--- src/design/stu_pkg.sv ---
package stu_pkg;

  // Fixed payload widths
  localparam int unsigned WordBits   = 32;
  localparam int unsigned OffsetBits = 16;
  localparam int unsigned BaseBits   = 6;
  localparam int unsigned CharBits   = 8;

  // Configuration port: byte address bits and register index field
  localparam int unsigned CfgAddrBits  = 3;
  localparam int unsigned CfgDataBits  = 32;
  localparam logic        RegBaseSelect = 1'b0;

  // Base codes
  localparam logic [BaseBits-1:0] BaseAuto = 6'd0;
  localparam logic [BaseBits-1:0] BaseBad  = 6'd1;
  localparam logic [BaseBits-1:0] BaseOct  = 6'd8;
  localparam logic [BaseBits-1:0] BaseDec  = 6'd10;
  localparam logic [BaseBits-1:0] BaseHex  = 6'd16;
  localparam logic [BaseBits-1:0] BaseMax  = 6'd36;

  // Character codes
  localparam logic [CharBits-1:0] ChTab   = 8'h09;
  localparam logic [CharBits-1:0] ChCr    = 8'h0d;
  localparam logic [CharBits-1:0] ChSpace = 8'h20;
  localparam logic [CharBits-1:0] ChPlus  = 8'h2b;
  localparam logic [CharBits-1:0] ChMinus = 8'h2d;
  localparam logic [CharBits-1:0] ChZero  = 8'h30;
  localparam logic [CharBits-1:0] ChNine  = 8'h39;
  localparam logic [CharBits-1:0] ChUpA   = 8'h41;
  localparam logic [CharBits-1:0] ChUpX   = 8'h58;
  localparam logic [CharBits-1:0] ChUpZ   = 8'h5a;
  localparam logic [CharBits-1:0] ChLowA  = 8'h61;
  localparam logic [CharBits-1:0] ChLowX  = 8'h78;
  localparam logic [CharBits-1:0] ChLowZ  = 8'h7a;
  // Letter digits start at ten
  localparam logic [CharBits-1:0] UpOffset  = 8'd55;
  localparam logic [CharBits-1:0] LowOffset = 8'd87;

  typedef enum logic [1:0] {
    StatusOk      = 2'd0,
    StatusRange   = 2'd1,
    StatusBadBase = 2'd2
  } status_e;

  typedef enum logic [6:0] {
    PhWs     = 7'b0000001,
    PhStart  = 7'b0000010,
    PhZero   = 7'b0000100,
    PhAfterx = 7'b0001000,
    PhDigits = 7'b0010000,
    PhDone   = 7'b0100000,
    PhBad    = 7'b1000000
  } phase_e;

  typedef struct packed {
    logic [CharBits-1:0] character;
    logic                last_char;
  } in_beat_t;

  typedef struct packed {
    logic [WordBits-1:0]   value;
    logic [OffsetBits-1:0] end_offset;
    status_e               status;
    logic                  digits_seen;
  } out_beat_t;

  typedef struct packed {
    logic                digit_ok;
    logic                overflow;
    logic [WordBits-1:0] acc_next;
  } digit_res_t;

endpackage

--- src/design/string_to_unsigned_parser.sv ---
// Takes one character beat per cycle; a new beat is accepted every cycle unless an untaken result holds in_ready_o low.
// The result is registered: it appears on out_valid_o in the cycle after the last_char beat is accepted.
// Each character goes through the single multiply-add by the base.
// Reset: asynchronous, active low; clears parse state, base_select and the output
// valid. The base is latched on the first character of each string.
module string_to_unsigned_parser (
  input  logic                            clk_i,
  input  logic                            rst_ni,
  input  logic                            in_valid_i,
  output logic                            in_ready_o,
  input  stu_pkg::in_beat_t               in_data_i,
  output logic                            out_valid_o,
  input  logic                            out_ready_i,
  output stu_pkg::out_beat_t              out_data_o,
  input  logic                            psel,
  input  logic                            penable,
  input  logic                            pwrite,
  input  logic [stu_pkg::CfgAddrBits-1:0] paddr,
  input  logic [stu_pkg::CfgDataBits-1:0] pwdata,
  output logic [stu_pkg::CfgDataBits-1:0] prdata,
  output logic                            pready
);

  localparam int unsigned WB = stu_pkg::WordBits;
  localparam int unsigned OB = stu_pkg::OffsetBits;
  localparam int unsigned BB = stu_pkg::BaseBits;

  logic [BB-1:0]       base_select_q, base_select_d;
  stu_pkg::phase_e     phase_q, phase_d;
  logic [WB-1:0]       accum_q, accum_d;
  logic                minus_q, minus_d;
  logic [BB-1:0]       active_base_q, active_base_d;
  logic                any_digit_q, any_digit_d;
  logic [OB-1:0]       position_q, position_d;
  logic [OB-1:0]       stop_q, stop_d;
  logic                range_q, range_d;
  logic                out_valid_q, out_valid_d;
  stu_pkg::out_beat_t  out_q, out_d;

  logic                in_fire;
  logic                cfg_write;
  logic                first;
  logic [BB-1:0]       base_eff;
  logic [BB-1:0]       dig_base;
  logic                bad_base;
  stu_pkg::phase_e     phase_eff;
  logic [OB-1:0]       pos_next;
  logic                is_ws;
  logic                is_x;
  logic                take_start;
  logic                take_digit;
  logic                take_zero;
  logic                bad_end;
  logic [7:0]          ch;
  stu_pkg::digit_res_t dres;

  assign in_fire   = in_valid_i && in_ready_o;
  assign in_ready_o = !out_valid_q || out_ready_i;
  assign out_valid_o = out_valid_q;
  assign out_data_o  = out_q;

  // Configuration port
  assign pready    = 1'b1;
  assign cfg_write = psel && penable && pwrite && (paddr[2] == stu_pkg::RegBaseSelect);
  assign base_select_d = cfg_write ? pwdata[BB-1:0] : base_select_q;
  assign prdata = (paddr[2] == stu_pkg::RegBaseSelect) ?
                  {{(stu_pkg::CfgDataBits-BB){1'b0}}, base_select_q} : '0;

  // Latch the base on the first character of a string
  assign ch        = in_data_i.character;
  assign first     = (position_q == '0);
  assign base_eff  = first ? base_select_q : active_base_q;
  assign bad_base  = (base_eff == stu_pkg::BaseBad) || (base_eff > stu_pkg::BaseMax);
  assign phase_eff = first ? (bad_base ? stu_pkg::PhBad : stu_pkg::PhWs) : phase_q;
  assign dig_base  = (base_eff == stu_pkg::BaseAuto) ? stu_pkg::BaseDec : base_eff;
  assign pos_next  = (position_q == '1) ? position_q : position_q + OB'(1);
  assign is_ws     = (ch == stu_pkg::ChSpace) || ((ch >= stu_pkg::ChTab) && (ch <= stu_pkg::ChCr));
  assign is_x      = (ch == stu_pkg::ChLowX) || (ch == stu_pkg::ChUpX);

  stu_digit_unit u_digit (
    .char_i (ch),
    .base_i (dig_base),
    .acc_i  (accum_q),
    .res_o  (dres)
  );

  // Advance the parse by one character
  always_comb begin
    phase_d       = phase_eff;
    accum_d       = accum_q;
    minus_d       = minus_q;
    active_base_d = base_eff;
    any_digit_d   = any_digit_q;
    stop_d        = stop_q;
    range_d       = range_q;
    take_start    = 1'b0;
    take_digit    = 1'b0;
    take_zero     = 1'b0;

    unique case (phase_eff)
      stu_pkg::PhWs: begin
        if (is_ws) begin
          phase_d = stu_pkg::PhWs;
        end else if (ch == stu_pkg::ChMinus) begin
          minus_d = 1'b1;
          phase_d = stu_pkg::PhStart;
        end else if (ch == stu_pkg::ChPlus) begin
          phase_d = stu_pkg::PhStart;
        end else begin
          take_start = 1'b1;
        end
      end
      stu_pkg::PhStart: begin
        take_start = 1'b1;
      end
      stu_pkg::PhZero: begin
        if (is_x) begin
          active_base_d = stu_pkg::BaseHex;
          phase_d       = stu_pkg::PhAfterx;
        end else begin
          take_digit = 1'b1;
        end
      end
      stu_pkg::PhAfterx, stu_pkg::PhDigits: begin
        take_digit = 1'b1;
      end
      default: begin
        phase_d = phase_eff;
      end
    endcase

    // Pick the base on the first significant character
    if (take_start) begin
      priority if (base_eff == stu_pkg::BaseAuto) begin
        if (ch == stu_pkg::ChZero) begin
          active_base_d = stu_pkg::BaseOct;
          take_zero     = 1'b1;
        end else begin
          active_base_d = stu_pkg::BaseDec;
          take_digit    = 1'b1;
        end
      end else if ((base_eff == stu_pkg::BaseHex) && (ch == stu_pkg::ChZero)) begin
        take_zero = 1'b1;
      end else begin
        take_digit = 1'b1;
      end
    end

    // Leading zero: may still turn into a hex prefix
    if (take_zero) begin
      any_digit_d = 1'b1;
      accum_d     = '0;
      stop_d      = pos_next;
      phase_d     = stu_pkg::PhZero;
    end

    // Accumulate a digit, or stop on a non-digit or carry out
    if (take_digit) begin
      if (!dres.digit_ok) begin
        phase_d = stu_pkg::PhDone;
      end else if (dres.overflow) begin
        any_digit_d = 1'b1;
        accum_d     = '1;
        minus_d     = 1'b0;
        range_d     = 1'b1;
        stop_d      = position_q;
        phase_d     = stu_pkg::PhDone;
      end else begin
        any_digit_d = 1'b1;
        accum_d     = dres.acc_next;
        stop_d      = pos_next;
        phase_d     = stu_pkg::PhDigits;
      end
    end
  end

  // Build the result beat from the updated state
  always_comb begin
    bad_end = (phase_d == stu_pkg::PhBad);
    out_d   = out_q;
    if (bad_end) begin
      out_d.value       = '0;
      out_d.end_offset  = '0;
      out_d.status      = stu_pkg::StatusBadBase;
      out_d.digits_seen = 1'b0;
    end else if (!any_digit_d) begin
      out_d.value       = '0;
      out_d.end_offset  = '0;
      out_d.status      = range_d ? stu_pkg::StatusRange : stu_pkg::StatusOk;
      out_d.digits_seen = 1'b0;
    end else begin
      out_d.value       = minus_d ? (~accum_d) + WB'(1) : accum_d;
      out_d.end_offset  = stop_d;
      out_d.status      = range_d ? stu_pkg::StatusRange : stu_pkg::StatusOk;
      out_d.digits_seen = 1'b1;
    end
  end

  // Output register: load on the last beat, drop when taken
  always_comb begin
    out_valid_d = out_valid_q;
    if (in_fire && in_data_i.last_char) begin
      out_valid_d = 1'b1;
    end else if (out_ready_i) begin
      out_valid_d = 1'b0;
    end
  end

  assign position_d = pos_next;

  always_ff @(posedge clk_i or negedge rst_ni) begin
    if (!rst_ni) begin
      base_select_q <= stu_pkg::BaseAuto;
      out_valid_q   <= 1'b0;
    end else begin
      base_select_q <= base_select_d;
      out_valid_q   <= out_valid_d;
    end
  end

  // Parse state: update per beat, clear after the last beat
  always_ff @(posedge clk_i or negedge rst_ni) begin
    if (!rst_ni) begin
      phase_q       <= stu_pkg::PhWs;
      accum_q       <= '0;
      minus_q       <= 1'b0;
      active_base_q <= stu_pkg::BaseAuto;
      any_digit_q   <= 1'b0;
      position_q    <= '0;
      stop_q        <= '0;
      range_q       <= 1'b0;
    end else if (in_fire) begin
      if (in_data_i.last_char) begin
        phase_q       <= stu_pkg::PhWs;
        accum_q       <= '0;
        minus_q       <= 1'b0;
        active_base_q <= stu_pkg::BaseAuto;
        any_digit_q   <= 1'b0;
        position_q    <= '0;
        stop_q        <= '0;
        range_q       <= 1'b0;
      end else begin
        phase_q       <= phase_d;
        accum_q       <= accum_d;
        minus_q       <= minus_d;
        active_base_q <= active_base_d;
        any_digit_q   <= any_digit_d;
        position_q    <= position_d;
        stop_q        <= stop_d;
        range_q       <= range_d;
      end
    end
  end

  always_ff @(posedge clk_i) begin
    if (in_fire && in_data_i.last_char) begin
      out_q <= out_d;
    end
  end

  // Checks
  a_phase_onehot: assert property (@(posedge clk_i) disable iff (!rst_ni)
    $onehot(phase_q))
    else $error("parse phase not one-hot");

  a_clear_after_last: assert property (@(posedge clk_i) disable iff (!rst_ni)
    (in_fire && in_data_i.last_char) |=> (position_q == '0) && !any_digit_q && out_valid_o)
    else $error("state not cleared after last beat");

  a_range_saturates: assert property (@(posedge clk_i) disable iff (!rst_ni)
    range_q |-> (accum_q == '1) && !minus_q && (phase_q == stu_pkg::PhDone))
    else $error("overflow did not saturate and stop");

  a_bad_base_result: assert property (@(posedge clk_i) disable iff (!rst_ni)
    (out_valid_o && (out_data_o.status == stu_pkg::StatusBadBase)) |->
      (out_data_o.value == '0) && !out_data_o.digits_seen)
    else $error("bad base result not cleared");

  a_no_digit_offset: assert property (@(posedge clk_i) disable iff (!rst_ni)
    (out_valid_o && !out_data_o.digits_seen) |-> (out_data_o.end_offset == '0))
    else $error("offset set without digits");

endmodule

--- src/design/stu_digit_unit.sv ---
module stu_digit_unit (
  input  logic [stu_pkg::CharBits-1:0] char_i,
  input  logic [stu_pkg::BaseBits-1:0] base_i,
  input  logic [stu_pkg::WordBits-1:0] acc_i,
  output stu_pkg::digit_res_t          res_o
);

  localparam int unsigned ProdBits = stu_pkg::WordBits + stu_pkg::BaseBits;

  logic                         is_dec;
  logic                         is_up;
  logic                         is_low;
  logic [stu_pkg::CharBits-1:0] raw_digit;
  logic [stu_pkg::BaseBits-1:0] digit;
  logic [ProdBits-1:0]          prod;
  logic [ProdBits-1:0]          sum;

  // Decode the character into a digit value
  always_comb begin
    is_dec = (char_i >= stu_pkg::ChZero) && (char_i <= stu_pkg::ChNine);
    is_up  = (char_i >= stu_pkg::ChUpA) && (char_i <= stu_pkg::ChUpZ);
    is_low = (char_i >= stu_pkg::ChLowA) && (char_i <= stu_pkg::ChLowZ);
    priority if (is_dec) begin
      raw_digit = char_i - stu_pkg::ChZero;
    end else if (is_up) begin
      raw_digit = char_i - stu_pkg::UpOffset;
    end else begin
      raw_digit = char_i - stu_pkg::LowOffset;
    end
    digit = raw_digit[stu_pkg::BaseBits-1:0];
  end

  // Multiply-add by the base; any bit above the word means carry out
  assign prod = {{stu_pkg::BaseBits{1'b0}}, acc_i} * {{stu_pkg::WordBits{1'b0}}, base_i};
  assign sum  = prod + {{stu_pkg::WordBits{1'b0}}, digit};

  assign res_o.digit_ok = (is_dec || is_up || is_low) && (base_i >= 6'd2) && (digit < base_i);
  assign res_o.overflow = |sum[ProdBits-1:stu_pkg::WordBits];
  assign res_o.acc_next = sum[stu_pkg::WordBits-1:0];

endmodule
--- config.mk ---
export PLATFORM = sky130hd
export DESIGN_NAME = string_to_unsigned_parser
export DESIGN_NICKNAME = d
export VERILOG_FILES = /design/src/design/stu_pkg.sv /design/src/design/string_to_unsigned_parser.sv /design/src/design/stu_digit_unit.sv
export SDC_FILE = /design/constraint.sdc
export NUM_CORES = 1
export LEC_CHECK = 0
export BUFFER_PORTS_ARGS = -buffer_cell sky130_fd_sc_hd__buf_2
export CAP_MARGIN = 20
export CELL_PAD_IN_SITES_DETAIL_PLACEMENT = 1
export CELL_PAD_IN_SITES_GLOBAL_PLACEMENT = 2
export CORE_ASPECT_RATIO = 0.6
export CORE_MARGIN = 1.5
export CORE_UTILIZATION = 38
export DETAILED_ROUTE_END_ITERATION = 10
export PLACE_DENSITY_LB_ADDON = 0.05
export SLEW_MARGIN = 20
export SYNTH_ARGS = -nofsm -noshare
export SYNTH_HDL_FRONTEND = slang
export SYNTH_SLANG_ARGS = --single-unit
export TNS_END_PERCENT = 1
--- constraint.sdc ---
create_clock -name clk_i -period 10 [get_ports clk_i]
set_input_delay 2.5 -clock clk_i [delete_from_list [all_inputs] [get_ports clk_i]]
set_output_delay 2.5 -clock clk_i [all_outputs]
set_load 0.005 [all_outputs]
Yosys cells after proc, flatten, opt, wreduce, memory -nomap -nowiden
Index checks and enable logic that the tools add are counted.
- bits in registers: 138
- latch bits: 0
- memory bits (writable): 0
- bits in read-only memories: 0
- bits of input ports: 51
- output and inout port bits: 86
- word-level logic and storage cells: 144
- memories: 0
- add/subtract/negate cells: 6
- multipliers: 1
- divide/modulo/power cells: 0
- order comparisons: 11
- equal/unequal tests: 15
- shifts and indexed selects: 0
- mux-type cells: 69
- bitwise logic cells: 3
- reduce and logical (&&, ||, !) cells: 25
- operator list (cell ; number):
    $mux 32 ; 6
    $mux 16 ; 7
    $mux 6 ; 12
    $mux 7 ; 9
    $add 38x6->38 ; 1
    $mul 32x6->38 ; 1
    $add 32x1->32 const B ; 1
    $eq 8x6->1 const B ; 4
    $not 32->32 ; 1
    $mux 1 ; 31
    $add 16x1->16 const B ; 1
    $eq 16x16->1 const B ; 1
    $eq 8x7->1 const B ; 2
    $ge 8x7->1 const B ; 2
    $le 8x7->1 const B ; 2
    $logic_not 16->1 ; 1
    $pmux 7 s2 ; 1
    $logic_and 1x1->1 ; 12
    $sub 6x6->6 const B ; 2
    $ge 8x4->1 const B ; 1
    $ge 8x6->1 const B ; 1
    $le 8x4->1 const B ; 1
    $le 8x6->1 const B ; 1
    $eq 7x1->1 const B ; 1
    other kinds (20) ; 28

Longest topological paths before layout
- depth after elaboration: 16
- gate-level depth with buffers: 38
- gate-level depth less buffers: 33

By module
Synthesis repeated with hierarchy kept, for this count alone.
- cell total of the unflattened synthesis: 1760
- area, all modules: 15603.7 um2
- by module, submodules not included (module ; instances ; cells an instance ; area an instance (um2) ; seq. area each (um2)):
    string_to_unsigned_parser ; 1 ; 949 ; 8548.2 ; 3709.8
    stu_digit_unit ; 1 ; 811 ; 7055.5 ; 0.0

Least setup slack after synthesis
OpenSTA, ideal clock, no wires.
- path kind: register -> register
- start: register position_q[0]
- end: register out_q, in the netlist out_data_o[45], data pin
- setup time: 0.259 ns
- arrival time: 8.606 ns
- required time: 9.741 ns
- path slack: 1.135 ns
- stages on the path, launching flop included: 36
- path buffers: 5
- period minus slack after synthesis: 8.865 ns
- path through: dfrtp_1 inv_1 ha_1 nor4b_2 and4_1 buf_4 clkbuf_1 mux2i_1 clkbuf_1 nand2b_1 fa_1 fa_1 inv_1 fa_1 inv_1 fa_1 inv_1 ha_1 a21oi_1 o211ai_1 o21ai_0 nor2_1 o211a_1 or3_4 a2111oi_4 nand2_1 clkbuf_1 buf_1 o31ai_1 ha_1 nor4b_2 nand3_1 a22oi_1 nand4_4 mux2i_1 a211o_1
- word-level cells in the longest chain between the ends: 16
- elaborated cells on any way between the ends: 59
- those cells by class: add/sub (2); mul (1); order compare (3); eq/ne (8); mux (34); bitwise (2); reduce/logical (9)
- RTL lines (item ; line ; text):
    start: declaration ; string_to_unsigned_parser.sv:34 ; logic [OB-1:0] position_q, position_d;
    start signal: assignment ; string_to_unsigned_parser.sv:248 ; position_q <= position_d;
    $logic_not 16->1 (*) ; string_to_unsigned_parser.sv:71 ; assign first = (position_q == '0);
    branches (longest 15 deep; another with $mul 32x6->38) ; - ;
    end signal: assignment ; string_to_unsigned_parser.sv:257 ; out_q <= out_d;
    end: declaration ; string_to_unsigned_parser.sv:38 ; stu_pkg::out_beat_t out_q, out_d;
Every way passes the cells marked *.
A chain may end at the register's enable or synchronous reset.

Worst setup path in the final report
- start: register position_q[1]
- end: register out_q, in the netlist out_data_o[45], data pin
Same word-level chain as after synthesis.

==> results.py <==
metrics = {
    "status": {
        "status": "completed",
    },
    "pwr": {
        "pwr-share-seq_pct": 23.2,
        "clockPowerShare_pct": 19.4,
        "p_comb_share_pct": 57.4,
        "p_switching_mw": 1.68,
        "finalPower_mw": 3.29,
        "sw_frac_of_total_pct": 51.1,
        "irDropWorstVdd_v": 0.000120,
        "powerDensity_nw_per_um2": 191,
        "intPower_mw": 1.61,
        "leakage_nw": 7.99,
    },
    "die": {
        "initial_core_util_pct": 38.5,
        "num_rows": 57,
        "die_w_um": 264,
        "io_pins": 137,
        "core_um2": 40400,
        "dieHeight_um": 160,
        "die_area_um2": 42300,
    },
    "timing": {
        "finalCriticalPeriod_ns": 9.51,
        "fmax_ghz": 0.105,
        "drv_slew": 0,
        "worstMarginPinSlew_ns": 0.984,
        "setup_violations": 0,
        "rsz0062_at_grt": "false",
        "hold_violations": 0,
        "fin_ws_ns": 0.489,
        "fin_crit_sh_pct": 95.1,
        "tns_ns": 0,
        "relSlewSlack_pct": 34.3,
        "clock-skew-final_ns": 0.0168,
    },
    "drt": {
        "routed_via_density": 5.80,
        "routed_wirelength_um": 56700,
        "drt_pass1_iterations": 6,
        "vias": 13893,
        "wl_per_cell_um": 23.7,
        "ant_nets": 0,
        "drtIter0Drc": 1070,
        "route.detailed.drc": 0,
    },
    "finish": {
        "drive_gt1_share_pct": 12.5,
        "fillCellCount": 4808,
        "n_antenna_cell": 0,
        "syn_to_final_growth_pct": 10.5,
        "fin_nets": 2124,
        "design_area_um2": 17200,
    },
    "placement": {
        "io_buffers": 81,
        "place.gp.congestion": 0.862,
        "dp_slack_ns": 0.182,
        "post-dp-hpwl_um": 43900,
        "placed_area_um2": 16600,
    },
    "global_route": {
        "track_usage_pct": 27.2,
        "grt_pass1_wl_um": 87700,
        "antenna_found_initial": 0,
        "grt_pass1_vias": 14123,
        "grt_max_degree": 63,
        "grt-ovfl-total": 0,
    },
    "clocking": {
        "clk_path_buf_depth": 2,
        "cts_tree": "yes",
        "clkTransAtPathRegs_ns": 0.07,
        "cts_num_sinks": 138,
        "cts_buffers": 17,
        "cts_root_buf": "clkbuf_16",
        "cts_max_level": 4,
        "clock_latency_ns": 0.45,
        "cts_hold_buf": 0,
    },
    "worst_setup_path": {
        "cp_top_family": "simple AND/OR/NAND/NOR gates",
        "path_class": "flip-flop to flip-flop",
        "cp_data_required_time_ns": 10.19,
        "cp_max_fo": 15,
        "slowest_delay_ns": 0.54,
        "cp.arrival_ns": 9.70,
        "critPathLaunchType": "flip-flop",
        "cp_common_cell": "ha_1",
        "crit_slowest_cell": "fa_1",
        "endpoint_kind": "flip-flop",
        "cp.buffers_inverters": 4,
    },
    "min_path": {
        "hold_class": "flip-flop to flip-flop",
    },
    "logic_synthesis": {
        "synth_warnings": 0,
        "synthesis.area_um2": 15600,
        "synth-seq-cells": 138,
        "synth_edf_count": 51,
        "synth_cells": 1812,
        "syn_area_per_cell_um2": 8.60,
        "ys_seq_area_share_pct": 23.8,
        "synth_async_sr_flop_share_pct": 63.0,
        "synth.distinct_cells": 86,
        "ys.flop_type": "dfrtp_1",
    },
    "run": {
        "drv_cap": 0,
    },
}
## power by group through the flow
stage | Clock (mW) | Combinational (mW) | Sequential [mW]
after global routing | 0.669 | 2.06 | 0.772
after floorplan | 0 | 1.17 | 0.711
after detailed placement | 0 | 1.84 | 0.771
after global placement | 0 | 1.81 | 0.769
after CTS | 0.650 | 1.86 | 0.760
final | 0.640 | 1.89 | 0.763
## layer usage
metal,track usage [%],vias up,wire (µm),share of wire (%)
li1,-,6332,-,-
met1,44.9,7149,30700,54
met2,36.2,392,22100,39
met3,5.18,20,3670,6.5
met4,3.84,0,272,0.48
met5,0,-,0,0
## sequential cells by signal, summed over array words and instances, names as in the netlist
name           flops
accum_q           32
active_base_q      6
any_digit_q        1
base_select_q      6
minus_q            1
out_data_o        51
out_valid_o        1
phase_q            7
position_q        16
range_q            1
stop_q            16
## cell type report
class                           instances  area, µm²  share of cell area (%)
Clock inverter                         14        131                   0.763
Inverter                               81        304                    1.77
Tap cell                              531        664                    3.86
Multi-Input combinational cell       1476      11100                    64.6
Clock buffer                           18        439                    2.55
Timing Repair Buffer                  137        841                    4.89
Sequential cell                       138       3710                    21.6
## worst reg2reg max path, delay by kind of cell (launching register included)
family / cells / cell delay, ns
muxes: 2 / 0.40
buffers and inverters: 4 / 0.73
AOI/OAI and AO/OA: 6 / 1.53
DFF: 1 / 0.39
and+or+nand+nor: 13 / 3.46
adders and majority gates: 7 / 2.72
## synthesized netlist by cell type, types with 35 or more instances
cell        n  share of area, %
a21oi_1   102               3.3
and2_1    102               4.1
clkbuf_1   86               2.1
dfrtp_1    86                14
edfxtp_1   51               9.8
fa_1      124                16
ha_1       98               7.9
inv_1      80               1.9
nand2_1   248               6.0
nand3_1    40               1.3
nor2_1    116               2.8
nor2b_1    69               2.8
o21ai_0   114               3.7
o31ai_1    35               1.7
## metrics by stage
step                      std cells  hold WS [ns]  util, %
after global placement         2362         0.458     41.0
final                          2395         0.487     42.6
after global routing           2395         0.517     42.6
after CTS                      2394         0.492     42.4
after detailed placement       2362         0.476     41.0
after floorplan                1837         0.444        -
## final timing paths
path,startpoint,to,slack (ns),cells past startpoint
max,position_q[1],out_data_o[45],0.49,32
min,stop_q[8],stop_q[8],0.49,2
max reg2reg,position_q[1],out_data_o[45],0.49,32
min reg2reg,stop_q[8],stop_q[8],0.49,2
max in group asynchronous,rst_ni,accum_q[24],6.74,2
min in group asynchronous,rst_ni,position_q[1],2.04,1
## placed cells by master (no fill, tap or decap), types with 7 or more instances in the layout
master,n
a211oi_1,17
a21o_1,21
a21oi_1,101
a22o_1,10
a22oi_1,9
a31oi_1,17
and2_1,102
and3_1,19
buf_2,80
buf_4,56
clkbuf_16,17
conb_1,27
dfrtp_1,86
edfxtp_1,51
fa_1,124
ha_1,98
inv_1,79
mux2_2,14
mux2i_1,11
nand2_1,246
nand2b_1,13
nand3_1,39
nand4_1,22
nor2_1,114
nor2b_1,69
nor3_1,30
nor4_1,10
o211ai_1,12
o21a_1,10
o21ai_0,110
o22ai_1,9
o31ai_1,33
or3_1,7
xnor2_1,30
xor2_1,30
## kinds of logic (layout without fill, tap and decap cells)
kind of cell / Yosys count / in the layout / share of synthesized area, %
AO/OA/AOI/OAI: 419 / 419 / 17.7
flip-flops: 138 / 138 / 23.8
adder cells (fa/ha/maj): 222 / 222 / 23.8
other: 2 / 27 / 0.0482
buffers and inverters: 223 / 250 / 6.18
AND/OR/NAND/NOR: 721 / 721 / 23.3
XOR/XNOR: 60 / 60 / 3.37
multiplexers: 27 / 27 / 1.85
## repair_timing
| action | in CTS | in global routing |
|---|---|---|
| endpoints found under the setup margin | 0 | 16 |
| gates resized for setup | 0 | 12 |
| setup buffers | 0 | 1 |
Power figures use the tool's default switching activity.
